## src/hw/rtl/assert_macros.svh

```systemverilog
// Assertion macros shared by the encryptor RTL.
// Depends on nothing; included by the modules that carry assertions.
`ifndef ASSERT_MACROS_SVH
`define ASSERT_MACROS_SVH

// The consequent must hold in the same cycle as the antecedent.
`define ASSERT_IMPLY(label, clk, rst, pre, post, msg) \
  label: assert property (@(posedge clk) disable iff (rst) (pre) |-> (post)) else $error(msg);

// The consequent must hold in the cycle after the antecedent.
`define ASSERT_NEXT(label, clk, rst, pre, post, msg) \
  label: assert property (@(posedge clk) disable iff (rst) (pre) |=> (post)) else $error(msg);

// The condition must hold at every clock edge out of reset.
`define ASSERT_ALWAYS(label, clk, rst, cond, msg) \
  label: assert property (@(posedge clk) disable iff (rst) (cond)) else $error(msg);

`endif

```

## src/hw/rtl/pfe_pkg.sv

```systemverilog
// Shared types, constants and helper functions of the Playfair pair encryptor.
// Depends on nothing; imported by the front, back and top-level modules.
package pfe_pkg;

  localparam int NUM_LETTERS = 26;
  localparam int NUM_CELLS = 25;
  localparam int JOB_DEPTH = 2;
  localparam int OUT_DEPTH = 2;

  localparam logic [4:0] LETTER_Q = 5'd16;
  localparam logic [4:0] LETTER_X = 5'd23;
  localparam logic [4:0] LETTER_LAST = 5'd25;
  localparam logic [2:0] SIDE_LAST = 3'd5;
  localparam logic [2:0] SIDE_END = 3'd6;
  localparam logic [7:0] CHAR_LOWER_A = 8'd97;
  localparam logic [7:0] CHAR_LOWER_Z = 8'd122;
  localparam logic [7:0] CHAR_LOWER_Q = 8'd113;
  localparam logic [6:0] CHAR_UPPER_A = 7'd65;

  typedef enum logic [2:0] {
    CMD_CLEAR    = 3'd0,
    CMD_KEY      = 3'd1,
    CMD_KEY_DONE = 3'd2,
    CMD_TEXT     = 3'd3,
    CMD_END      = 3'd4
  } pfe_cmd_t;

  typedef enum logic {
    FS_RUN,
    FS_FILL
  } pfe_front_state_t;

  typedef struct packed {
    logic [4:0] first;
    logic [4:0] second;
    logic       sq_full;
  } pfe_job_t;

  typedef struct packed {
    logic       we;
    logic [4:0] letter;
    logic [5:0] pos;
    logic [4:0] slot;
  } pfe_wr_t;

  typedef struct packed {
    logic [6:0] cipher_first;
    logic [6:0] cipher_second;
  } pfe_res_t;

  function automatic logic [2:0] wrap_next(input logic [2:0] v);
    return (v >= SIDE_LAST) ? 3'd1 : 3'(v + 3'd1);
  endfunction

  function automatic logic [4:0] cell_index(input logic [2:0] r, input logic [2:0] c);
    logic [4:0] rm;
    rm = 5'(r) - 5'd1;
    return 5'((rm << 2) + rm + 5'(c) - 5'd1);
  endfunction

  function automatic logic [6:0] to_upper(input logic [4:0] idx);
    return 7'(CHAR_UPPER_A + 7'(idx));
  endfunction

endpackage

```

## src/hw/rtl/pfe_ram.sv

```systemverilog
// Generic single-write, single-read RAM with a registered, enabled read port.
// Depends on nothing; used for the letter position and square tables.
module pfe_ram #(
  parameter int Width = 8,
  parameter int Depth = 32
) (
  input  logic                     clk,
  input  logic                     we,
  input  logic [$clog2(Depth)-1:0] waddr,
  input  logic [Width-1:0]         wdata,
  input  logic                     re,
  input  logic [$clog2(Depth)-1:0] raddr,
  output logic [Width-1:0]         rdata
);

  logic [Width-1:0] mem [Depth];

  always_ff @(posedge clk) begin
    if (we) begin
      mem[waddr] <= wdata;
    end
    if (re) begin
      rdata <= mem[raddr];
    end
  end

endmodule

```

## src/hw/rtl/pfe_fifo.sv

```systemverilog
// Small register queue with push/full and pop/empty handshakes.
// Depends on nothing; used between front and back and at the result side.
module pfe_fifo #(
  parameter int Width = 8,
  parameter int Depth = 2
) (
  input  logic             clk,
  input  logic             rst,
  input  logic             push,
  input  logic [Width-1:0] wdata,
  output logic             full,
  input  logic             pop,
  output logic [Width-1:0] rdata,
  output logic             empty
);

  localparam int PtrW = (Depth > 1) ? $clog2(Depth) : 1;
  localparam int CntW = $clog2(Depth + 1);

  logic [Width-1:0] mem [Depth];
  logic [PtrW-1:0]  wptr;
  logic [PtrW-1:0]  rptr;
  logic [CntW-1:0]  count;
  logic             do_push;
  logic             do_pop;

  assign full = (count == CntW'(Depth));
  assign empty = (count == '0);
  assign do_push = push && !full;
  assign do_pop = pop && !empty;
  assign rdata = mem[rptr];

  always_ff @(posedge clk) begin
    if (rst) begin
      wptr <= '0;
      rptr <= '0;
      count <= '0;
    end else begin
      if (do_push) begin
        wptr <= (wptr == PtrW'(Depth - 1)) ? '0 : PtrW'(wptr + PtrW'(1));
      end
      if (do_pop) begin
        rptr <= (rptr == PtrW'(Depth - 1)) ? '0 : PtrW'(rptr + PtrW'(1));
      end
      if (do_push && !do_pop) begin
        count <= CntW'(count + CntW'(1));
      end else if (!do_push && do_pop) begin
        count <= CntW'(count - CntW'(1));
      end
    end
  end

  always_ff @(posedge clk) begin
    if (do_push) begin
      mem[wptr] <= wdata;
    end
  end

endmodule

```

## src/hw/rtl/pfe_front.sv

```systemverilog
// Front end: holds one command, builds the key square and pairs text letters.
// Depends on pfe_pkg and assert_macros.svh; emits pair jobs and table writes.
`include "assert_macros.svh"

module pfe_front import pfe_pkg::*; (
  input  logic       clk,
  input  logic       rst,
  input  logic       push,
  input  logic [2:0] command,
  input  logic [7:0] letter_byte,
  output logic       full,
  output pfe_job_t   job,
  output logic       job_push,
  input  logic       job_full,
  input  logic       back_idle,
  output pfe_wr_t    wr
);

  pfe_front_state_t state;
  pfe_front_state_t state_next;

  logic        hv;
  logic [2:0]  hcmd;
  logic [7:0]  hbyte;
  logic [4:0]  fill_idx;
  logic [4:0]  fill_idx_next;
  logic [2:0]  fill_row;
  logic [2:0]  fill_col;
  logic [4:0]  fill_cell;
  logic [25:0] placed;
  logic [4:0]  pend;
  logic [4:0]  pend_next;
  logic        pend_v;
  logic        pend_v_next;

  logic       take;
  logic       clr;
  logic       is_letter;
  logic [4:0] hidx;
  logic       full_sq;
  logic       place_req;
  logic [4:0] place_idx;
  logic       place_ok;
  logic       fill_pos_ok;

  assign is_letter = (hbyte inside {[CHAR_LOWER_A:CHAR_LOWER_Z]}) && (hbyte != CHAR_LOWER_Q);
  assign hidx = 5'(hbyte - CHAR_LOWER_A);
  assign full_sq = (fill_row == SIDE_END);
  assign full = hv && !take;

  always_comb begin
    state_next = state;
    fill_idx_next = fill_idx;
    pend_next = pend;
    pend_v_next = pend_v;
    take = 1'b0;
    clr = 1'b0;
    place_req = 1'b0;
    place_idx = hidx;
    job_push = 1'b0;
    job.first = pend;
    job.second = hidx;
    job.sq_full = full_sq;
    case (state)
      FS_RUN: begin
        if (hv) begin
          case (pfe_cmd_t'(hcmd))
            CMD_CLEAR: begin
              take = 1'b1;
              clr = 1'b1;
              pend_next = '0;
              pend_v_next = 1'b0;
            end
            CMD_KEY: begin
              if (back_idle) begin
                take = 1'b1;
                place_req = is_letter;
              end
            end
            CMD_KEY_DONE: begin
              if (back_idle) begin
                if (full_sq) begin
                  take = 1'b1;
                end else begin
                  state_next = FS_FILL;
                  fill_idx_next = '0;
                end
              end
            end
            CMD_TEXT: begin
              if (!is_letter) begin
                take = 1'b1;
              end else if (!pend_v) begin
                take = 1'b1;
                pend_next = hidx;
                pend_v_next = 1'b1;
              end else if (!job_full) begin
                take = 1'b1;
                job_push = 1'b1;
                job.second = (pend == hidx) ? LETTER_X : hidx;
                pend_next = hidx;
                pend_v_next = (pend == hidx);
              end
            end
            CMD_END: begin
              if (!pend_v) begin
                take = 1'b1;
              end else if (!job_full) begin
                take = 1'b1;
                job_push = 1'b1;
                job.second = LETTER_X;
                pend_v_next = 1'b0;
              end
            end
            default: begin
              take = 1'b1;
            end
          endcase
        end
      end
      FS_FILL: begin
        place_req = 1'b1;
        place_idx = fill_idx;
        fill_idx_next = 5'(fill_idx + 5'd1);
        if (fill_idx == LETTER_LAST) begin
          take = 1'b1;
          state_next = FS_RUN;
        end
      end
      default: begin
        state_next = FS_RUN;
      end
    endcase
  end

  assign place_ok = place_req && (place_idx != LETTER_Q) && !placed[place_idx] && !full_sq;

  assign wr.we = place_ok;
  assign wr.letter = place_idx;
  assign wr.pos = {fill_row, fill_col};
  assign wr.slot = fill_cell;

  assign fill_pos_ok = (fill_col != 3'd0) && (fill_col <= SIDE_LAST) &&
                       (fill_row != 3'd0) && (fill_row <= SIDE_END);

  always_ff @(posedge clk) begin
    if (rst) begin
      state <= FS_RUN;
    end else begin
      state <= state_next;
    end
  end

  always_ff @(posedge clk) begin
    if (rst) begin
      hv <= 1'b0;
      fill_idx <= '0;
      fill_row <= 3'd1;
      fill_col <= 3'd1;
      fill_cell <= '0;
      placed <= '0;
      pend <= '0;
      pend_v <= 1'b0;
    end else begin
      if (push && !full) begin
        hv <= 1'b1;
      end else if (take) begin
        hv <= 1'b0;
      end
      fill_idx <= fill_idx_next;
      pend <= pend_next;
      pend_v <= pend_v_next;
      if (clr) begin
        fill_row <= 3'd1;
        fill_col <= 3'd1;
        fill_cell <= '0;
        placed <= '0;
      end else if (place_ok) begin
        placed[place_idx] <= 1'b1;
        fill_cell <= 5'(fill_cell + 5'd1);
        if (fill_col == SIDE_LAST) begin
          fill_col <= 3'd1;
          fill_row <= 3'(fill_row + 3'd1);
        end else begin
          fill_col <= 3'(fill_col + 3'd1);
        end
      end
    end
  end

  always_ff @(posedge clk) begin
    if (push && !full) begin
      hcmd <= command;
      hbyte <= letter_byte;
    end
  end

  `ASSERT_IMPLY(a_write_drained, clk, rst, wr.we, back_idle, "square written with pairs out")
  `ASSERT_IMPLY(a_fill_no_job, clk, rst, state == FS_FILL, !job_push, "pair issued during fill")
  `ASSERT_ALWAYS(a_fill_pos, clk, rst, fill_pos_ok, "fill position out of range")

endmodule

```

## src/hw/rtl/pfe_back.sv

```systemverilog
// Back end: looks up a pair's letters and reads the cipher letters from a full square.
// Depends on pfe_pkg, pfe_ram and assert_macros.svh.
`include "assert_macros.svh"

module pfe_back import pfe_pkg::*; (
  input  logic     clk,
  input  logic     rst,
  input  pfe_job_t job,
  input  logic     job_valid,
  output logic     job_pop,
  input  pfe_wr_t  wr,
  output pfe_res_t res,
  output logic     res_valid,
  input  logic     res_ready,
  output logic     idle
);

  logic       v1;
  logic [4:0] first1;
  logic [4:0] second1;
  logic       full1;
  logic       v2;
  logic [4:0] first2;
  logic [4:0] second2;
  logic       full2;

  logic [5:0] pos_a;
  logic [5:0] pos_b;
  logic [4:0] cell_a;
  logic [4:0] cell_b;
  logic [4:0] addr_a;
  logic [4:0] addr_b;
  logic [2:0] r1;
  logic [2:0] k1;
  logic [2:0] r2;
  logic [2:0] k2;
  logic       ready2;
  logic       move12;

  assign ready2 = !v2 || res_ready;
  assign move12 = v1 && ready2;
  assign job_pop = job_valid && (!v1 || ready2);
  assign idle = !v1 && !v2;

  pfe_ram #(.Width(6), .Depth(NUM_LETTERS)) u_pos_a (
    .clk(clk), .we(wr.we), .waddr(wr.letter), .wdata(wr.pos),
    .re(job_pop), .raddr(job.first), .rdata(pos_a)
  );

  pfe_ram #(.Width(6), .Depth(NUM_LETTERS)) u_pos_b (
    .clk(clk), .we(wr.we), .waddr(wr.letter), .wdata(wr.pos),
    .re(job_pop), .raddr(job.second), .rdata(pos_b)
  );

  assign r1 = pos_a[5:3];
  assign k1 = pos_a[2:0];
  assign r2 = pos_b[5:3];
  assign k2 = pos_b[2:0];

  always_comb begin
    addr_a = '0;
    addr_b = '0;
    if (full1) begin
      if (r1 == r2) begin
        addr_a = cell_index(r1, wrap_next(k1));
        addr_b = cell_index(r2, wrap_next(k2));
      end else if (k1 == k2) begin
        addr_a = cell_index(wrap_next(r1), k1);
        addr_b = cell_index(wrap_next(r2), k2);
      end else begin
        addr_a = cell_index(r1, k2);
        addr_b = cell_index(r2, k1);
      end
    end
  end

  pfe_ram #(.Width(5), .Depth(NUM_CELLS)) u_cell_a (
    .clk(clk), .we(wr.we), .waddr(wr.slot), .wdata(wr.letter),
    .re(move12), .raddr(addr_a), .rdata(cell_a)
  );

  pfe_ram #(.Width(5), .Depth(NUM_CELLS)) u_cell_b (
    .clk(clk), .we(wr.we), .waddr(wr.slot), .wdata(wr.letter),
    .re(move12), .raddr(addr_b), .rdata(cell_b)
  );

  assign res_valid = v2;
  assign res.cipher_first = to_upper(full2 ? cell_a : first2);
  assign res.cipher_second = to_upper(full2 ? cell_b : second2);

  always_ff @(posedge clk) begin
    if (rst) begin
      v1 <= 1'b0;
      v2 <= 1'b0;
    end else begin
      if (job_pop) begin
        v1 <= 1'b1;
      end else if (move12) begin
        v1 <= 1'b0;
      end
      if (move12) begin
        v2 <= 1'b1;
      end else if (v2 && res_ready) begin
        v2 <= 1'b0;
      end
    end
  end

  always_ff @(posedge clk) begin
    if (job_pop) begin
      first1 <= job.first;
      second1 <= job.second;
      full1 <= job.sq_full;
    end
    if (move12) begin
      first2 <= first1;
      second2 <= second1;
      full2 <= full1;
    end
  end

  `ASSERT_IMPLY(a_pos_placed, clk, rst, v1 && full1, r1 != 3'd0 && r2 != 3'd0, "pair not placed")
  `ASSERT_NEXT(a_stage_hold, clk, rst, v1 && !ready2, v1, "stalled pair dropped")
  `ASSERT_NEXT(a_res_hold, clk, rst, v2 && !res_ready, v2 && $stable(res), "stalled result changed")

endmodule

```

## src/hw/rtl/playfair_pair_encrypt_unit.sv

```systemverilog
// Playfair pair encryptor: pairs pass the input register, job queue, back-end position and cell
// reads, and result queue. Text bytes stream one per cycle while the job queue has room; a key
// byte waits until pairs in flight leave the back end. Key done on an unfilled square walks all
// 26 letters, one a cycle, holding the input. Synchronous reset empties both queues, the square
// and the pending letter; no clearing pass. Depends on pfe_pkg, pfe_front, pfe_fifo and pfe_back.
module playfair_pair_encrypt_unit import pfe_pkg::*; #(
  parameter int JobDepth = JOB_DEPTH,
  parameter int OutDepth = OUT_DEPTH
) (
  input  logic       clk,
  input  logic       rst,
  input  logic       push,
  output logic       full,
  input  logic [2:0] command,
  input  logic [7:0] letter_byte,
  output logic       empty,
  input  logic       pop,
  output logic [6:0] cipher_first,
  output logic [6:0] cipher_second
);

  pfe_job_t job_in;
  pfe_job_t job_out;
  pfe_wr_t  wr;
  pfe_res_t res;
  pfe_res_t res_out;
  logic     job_push;
  logic     job_full;
  logic     job_empty;
  logic     job_pop;
  logic     back_idle;
  logic     res_valid;
  logic     out_full;

  pfe_front u_front (
    .clk(clk), .rst(rst), .push(push), .command(command), .letter_byte(letter_byte),
    .full(full), .job(job_in), .job_push(job_push), .job_full(job_full),
    .back_idle(job_empty && back_idle), .wr(wr)
  );

  pfe_fifo #(.Width($bits(pfe_job_t)), .Depth(JobDepth)) u_job_q (
    .clk(clk), .rst(rst), .push(job_push), .wdata(job_in), .full(job_full),
    .pop(job_pop), .rdata(job_out), .empty(job_empty)
  );

  pfe_back u_back (
    .clk(clk), .rst(rst), .job(job_out), .job_valid(!job_empty), .job_pop(job_pop),
    .wr(wr), .res(res), .res_valid(res_valid), .res_ready(!out_full), .idle(back_idle)
  );

  pfe_fifo #(.Width($bits(pfe_res_t)), .Depth(OutDepth)) u_out_q (
    .clk(clk), .rst(rst), .push(res_valid), .wdata(res), .full(out_full),
    .pop(pop), .rdata(res_out), .empty(empty)
  );

  assign cipher_first = res_out.cipher_first;
  assign cipher_second = res_out.cipher_second;

endmodule
```

## config.mk

```make
export PLATFORM = sky130hd
export DESIGN_NAME = playfair_pair_encrypt_unit
export DESIGN_NICKNAME = d
export VERILOG_FILES = /design/src/hw/rtl/pfe_pkg.sv /design/src/hw/rtl/pfe_ram.sv /design/src/hw/rtl/pfe_fifo.sv /design/src/hw/rtl/pfe_front.sv /design/src/hw/rtl/pfe_back.sv /design/src/hw/rtl/playfair_pair_encrypt_unit.sv
export VERILOG_INCLUDE_DIRS = /design/src /design/src/hw/rtl
export SDC_FILE = /design/constraint.sdc
export NUM_CORES = 1
export LEC_CHECK = 0
export BUFFER_PORTS_ARGS = -buffer_cell sky130_fd_sc_hd__buf_4
export CORE_MARGIN = 1.5
export CORE_UTILIZATION = 60
export CTS_CLUSTER_SIZE = 20
export DETAILED_ROUTE_END_ITERATION = 8
export PLACE_DENSITY_LB_ADDON = 0.08
export SLEW_MARGIN = 20
export SYNTH_ARGS = -nofsm -noshare
export SYNTH_HDL_FRONTEND = slang
export SYNTH_HIERARCHICAL = 1
export SYNTH_SLANG_ARGS = --single-unit
```

## constraint.sdc

```tcl
create_clock -name clk -period 12.3 [get_ports clk]
set_input_delay 1.23 -clock clk [delete_from_list [all_inputs] [get_ports clk]]
set_output_delay 1.23 -clock clk [all_outputs]
set_load 0.005 [all_outputs]
```

==> summary.md <==
| Metric | Value |
|---|---|
| Vias in the first global route | ~17000 |
| WL final | around 65000 um |
| First-pass GRT wire length | approximately 100000 um |
| Syn. warnings | 6 |
| Worst Setup Start Kind | flop |
| Die Span X | approximately 230 um |
| Post-synth EDFFs | approximately 670 |
| Antenna diodes | 0 |
| P&R area growth vs syn | 10.0% |
| Area of the multi-input gates | 0.00944 mm2 |
| Slowest-stage cell, CP | edfxtp_1 |
| DRC violations left | 0 |
| Syn Std Cell Area | approximately 0.031 mm2 |
| Syn Area/Cell | between 15 and 20 um2 |
| Crit path max-delay family | simple AND/OR/NAND/NOR gates |
| DRT antenna net count | 0 |
| Fillers | about 3500 |
| Deepest clock path buffer count | 3 |
| 1st-iter DRT viols | roughly 1400 |
| FFs w/ async S/R, synth | 0% |
| CTS sink count | ~730 |
| Crit path DAT | around 5.8 ns |
| Crit-path max cell delay | 0.70 ns |
| DP Wirelength | between 40000 and 50000 um |
| RSZ-0062 raised after global routing | false |
| Tmin final | 5.58 ns |
| GRT overflow | 0 |
| Most area-hungry cell type in the Yosys netlist | edfxtp_1 |
| Outcome | completed |
| Ys flop type | edfxtp_1 |
| Worst-path maximum fanout | 51 |
| Share of the synthesized area in the top cell type | around 64% |
| Via Count | 16941 |
| Most used cell, CP | inv_2 |
| Worst R2R Start | u_front/hbyte[0] |
| Sequential Area | ~0.021 mm2 |
| Vias per cell | 6.17 |
| Max Clk Rate | 0.179 GHz |
| CTS tree | built |
| Power Dens Cells | roughly 150 mW/mm2 |
| Post-synthesis sequential area ratio | between 60 and 70% |
| Initial antenna violation count | 0 |
| Core region area | roughly 0.052 mm2 |
| Chip height | roughly 230 um |
| LEAKAGE | 11.9 nW |
| CP startpoint | u_front/hbyte[0] |
| WL/cell | between 20 and 25 um |
| Clock latency at the later pin of the worst-skew pair | around 0.61 ns |
| Total CTS buffers | 74 |
| Slew Limit Fails | 0 |
| Worst slew pin tran | ~1.1 ns |
| Number of hold violations in the final report | 0 |
| Relative slew slack | roughly 25% |
| Max Clock Skew | approximately 0.023 ns |
| Yosys reg bits | between 700 and 800 |
| # H-tree levels | 3 |
| Site Rows | 83 |
| Setup TNS | 0 ns |
| Layout cells sized above 1 | 15.4% |
| Post-CTS Resized | 0 |
| Io pins | 31 |
| Data required time at the worst endpoint | around 13 ns |
| Hold Crit Class | reg -> reg |
| Pre-CTS setup slack | ~7 ns |
| Clock Pin Slew Worst Setup and Hold Paths | 0.06 ns |
| Setup bufs post-CTS | 0 |
| Final GP Congestion | 0.869 |
| Critical-path cell list | inv_1 > ha_1 > xor2_1 > mux2i_2 > inv_2 > buf_4 > a21oi_1 > a211o_1 > o32ai_1 > or3_1 > inv_2 > or3b_2 > nor3_1 |
| Synth area leaders | edfxtp_1 (64%), mux4_2 (4.4%), dfxtp_1 (3.9%) |
| Starting Density | between 60% and 70% |
| Clk root buf | clkbuf_16 |
| HP Start | u_back/second1[2] |
| Worst setup path class | reg -> reg |
| Setup ws final | between 6 and 7 ns |
| Cell count after synthesis | slightly below 2000 |
| Post-synth cell types | 83 |
| CP bufs+invs | 4 |
| Worst vdd ir | roughly 140 uV |
| Layout Nets | approximately 2100 |
| Max-Cap Viols | 0 |
| Initial DRT Pass Iterations | 5 |
| Final Cycle Share | between 40% and 50% |
| Gr usage total | between 20% and 30% |
| CP endpoint kind | flop |
| CTS Hold Bufs | 0 |
| Largest net degree at the start of global routing | 70 |
| Die area | 0.0539 mm2 |
| Input/output buffers | 30 |
| # setup viols final | 0 |
sequential cells by signal, indices dropped and copies added, names as in the netlist, 8 cells and up, named ones only:
| register | count |
|---|---|
| u_front/hbyte | 8 |
| u_front/placed | 26 |
| u_back/u_cell_b/mem | 125 |
| u_back/u_cell_a/mem | 125 |
| u_job_q/mem | 22 |
| u_back/u_pos_b/mem | 156 |
| u_back/u_pos_a/mem | 156 |
| u_out_q/mem | 28 |
metrics by stage:
| stage | power [mW] | instance area (um2) | utilization [%] | instances | hold WS, ns |
|---|---|---|---|---|---|
| 2_1_floorplan | 2.87 | 31500 | - | 1970 | 0.400 |
| 3_3_place_gp | 2.94 | 32200 | 62.5 | 2618 | 0.403 |
| 3_5_place_dp | 2.94 | 32200 | 62.5 | 2618 | 0.405 |
| 4_1_cts | 5.13 | 34600 | 67.1 | 2747 | 0.420 |
| 5_1_grt | 5.24 | 34600 | 67.1 | 2747 | 0.439 |
| 6_report | 5.09 | 34600 | 67.1 | 2747 | 0.420 |
report_power, final:
| group | internal (mW) | leakage [nW] | switching (mW) |
|---|---|---|---|
| Sequential | 2.71 | 6.69 | 0.0160 |
| Clock | 1.30 | 1.16 | 0.896 |
| Combinational | 0.0525 | 4.06 | 0.107 |
| Total | 4.07 | 11.9 | 1.02 |
synth_stat cells (all sizes together), types with 3 or more instances:
cell type    n
or2          4
edfxtp     667
clkbuf      24
nor3        19
a21o         9
mux4        96
o21ai       34
o22ai       13
a31o         3
ha          60
nor2b       43
o211ai      19
inv         77
xnor2       29
nand2       95
mux2i      102
o311ai      12
and3         6
o32ai        4
a31oi        5
a21oi       46
fa          10
nor4         5
and2        13
dfxtp       62
nor2       179
nand3b      23
or3         10
xor2        22
nand4        8
a221o        3
nand3       27
a221oi       5
a22oi       31
a211oi      12
nand2b      19
a22o        24
or3b        10
mux2        40
nor3b        7
buf         58
per-layer routing:
| layer | vias up | global-route usage [%] | wire [um] |
|---|---|---|---|
| met1 | 8580 | 34.7 | 28400 |
| met3 | 103 | 3.88 | 3560 |
| met2 | 558 | 40.7 | 31800 |
| met5 | - | 0 | 0 |
| li1 | 7700 | - | - |
| met4 | 0 | 7.20 | 1520 |
cells in the final DEF, fill, tap and decap left out, types with 13 or more instances in the layout:
| cell type | netlist | final |
|---|---|---|
| a21oi_1 | 45 | 43 |
| a22o_1 | 24 | 24 |
| a22oi_1 | 31 | 31 |
| and2_1 | 13 | 13 |
| buf_4 | 10 | 50 |
| clkbuf_16 | 0 | 77 |
| clkinv_2 | 0 | 13 |
| dfxtp_1 | 62 | 56 |
| edfxtp_1 | 667 | 667 |
| ha_1 | 60 | 60 |
| inv_1 | 74 | 73 |
| mux2_2 | 28 | 28 |
| mux2i_1 | 101 | 101 |
| mux4_1 | 34 | 34 |
| mux4_2 | 62 | 62 |
| nand2_1 | 95 | 95 |
| nand2b_1 | 19 | 19 |
| nand3_1 | 26 | 26 |
| nand3b_1 | 23 | 23 |
| nor2_1 | 177 | 176 |
| nor2b_1 | 41 | 38 |
| nor3_1 | 18 | 18 |
| o21ai_0 | 31 | 31 |
| o22ai_1 | 13 | 13 |
| xnor2_1 | 27 | 27 |
| xor2_1 | 22 | 22 |
final cells by class:
class	count	share of cell area [%]
Sequential cell	729	61.5
Multi-Input combinational cell	1080	27.3
Clock buffer	91	5.77
Tap cell	680	2.46
Clock inverter	38	1.10
Timing Repair Buffer	50	1.08
Inverter	79	0.864
worst paths after layout:
kind                                      to  slack, ns  depth (start not counted)
setup / recovery  u_back/u_cell_b/mem[24][4]       6.72                         13
hold / removal             u_back/second2[2]       0.42                          0
setup reg to reg  u_back/u_cell_b/mem[24][4]       6.72                         13
hold reg to reg            u_back/second2[2]       0.42                          0
logic make-up (layout without fill, tap and decap cells):
| group | Yosys count | after routing | share of synthesized area [%] |
|---|---|---|---|
| and+or+nand+nor | 474 | 474 | 7.44 |
| muxes | 238 | 238 | 12.1 |
| xor gates and xnor gates | 53 | 53 | 1.61 |
| buffers and inverters | 161 | 258 | 2.62 |
| other | 1 | 2 | 0.0119 |
| adders and majority gates | 70 | 70 | 3.02 |
| DFF | 729 | 729 | 67.6 |
| AOI/OAI and AO/OA | 243 | 243 | 5.64 |
Note: power is estimated with default switching activity, not from simulation.
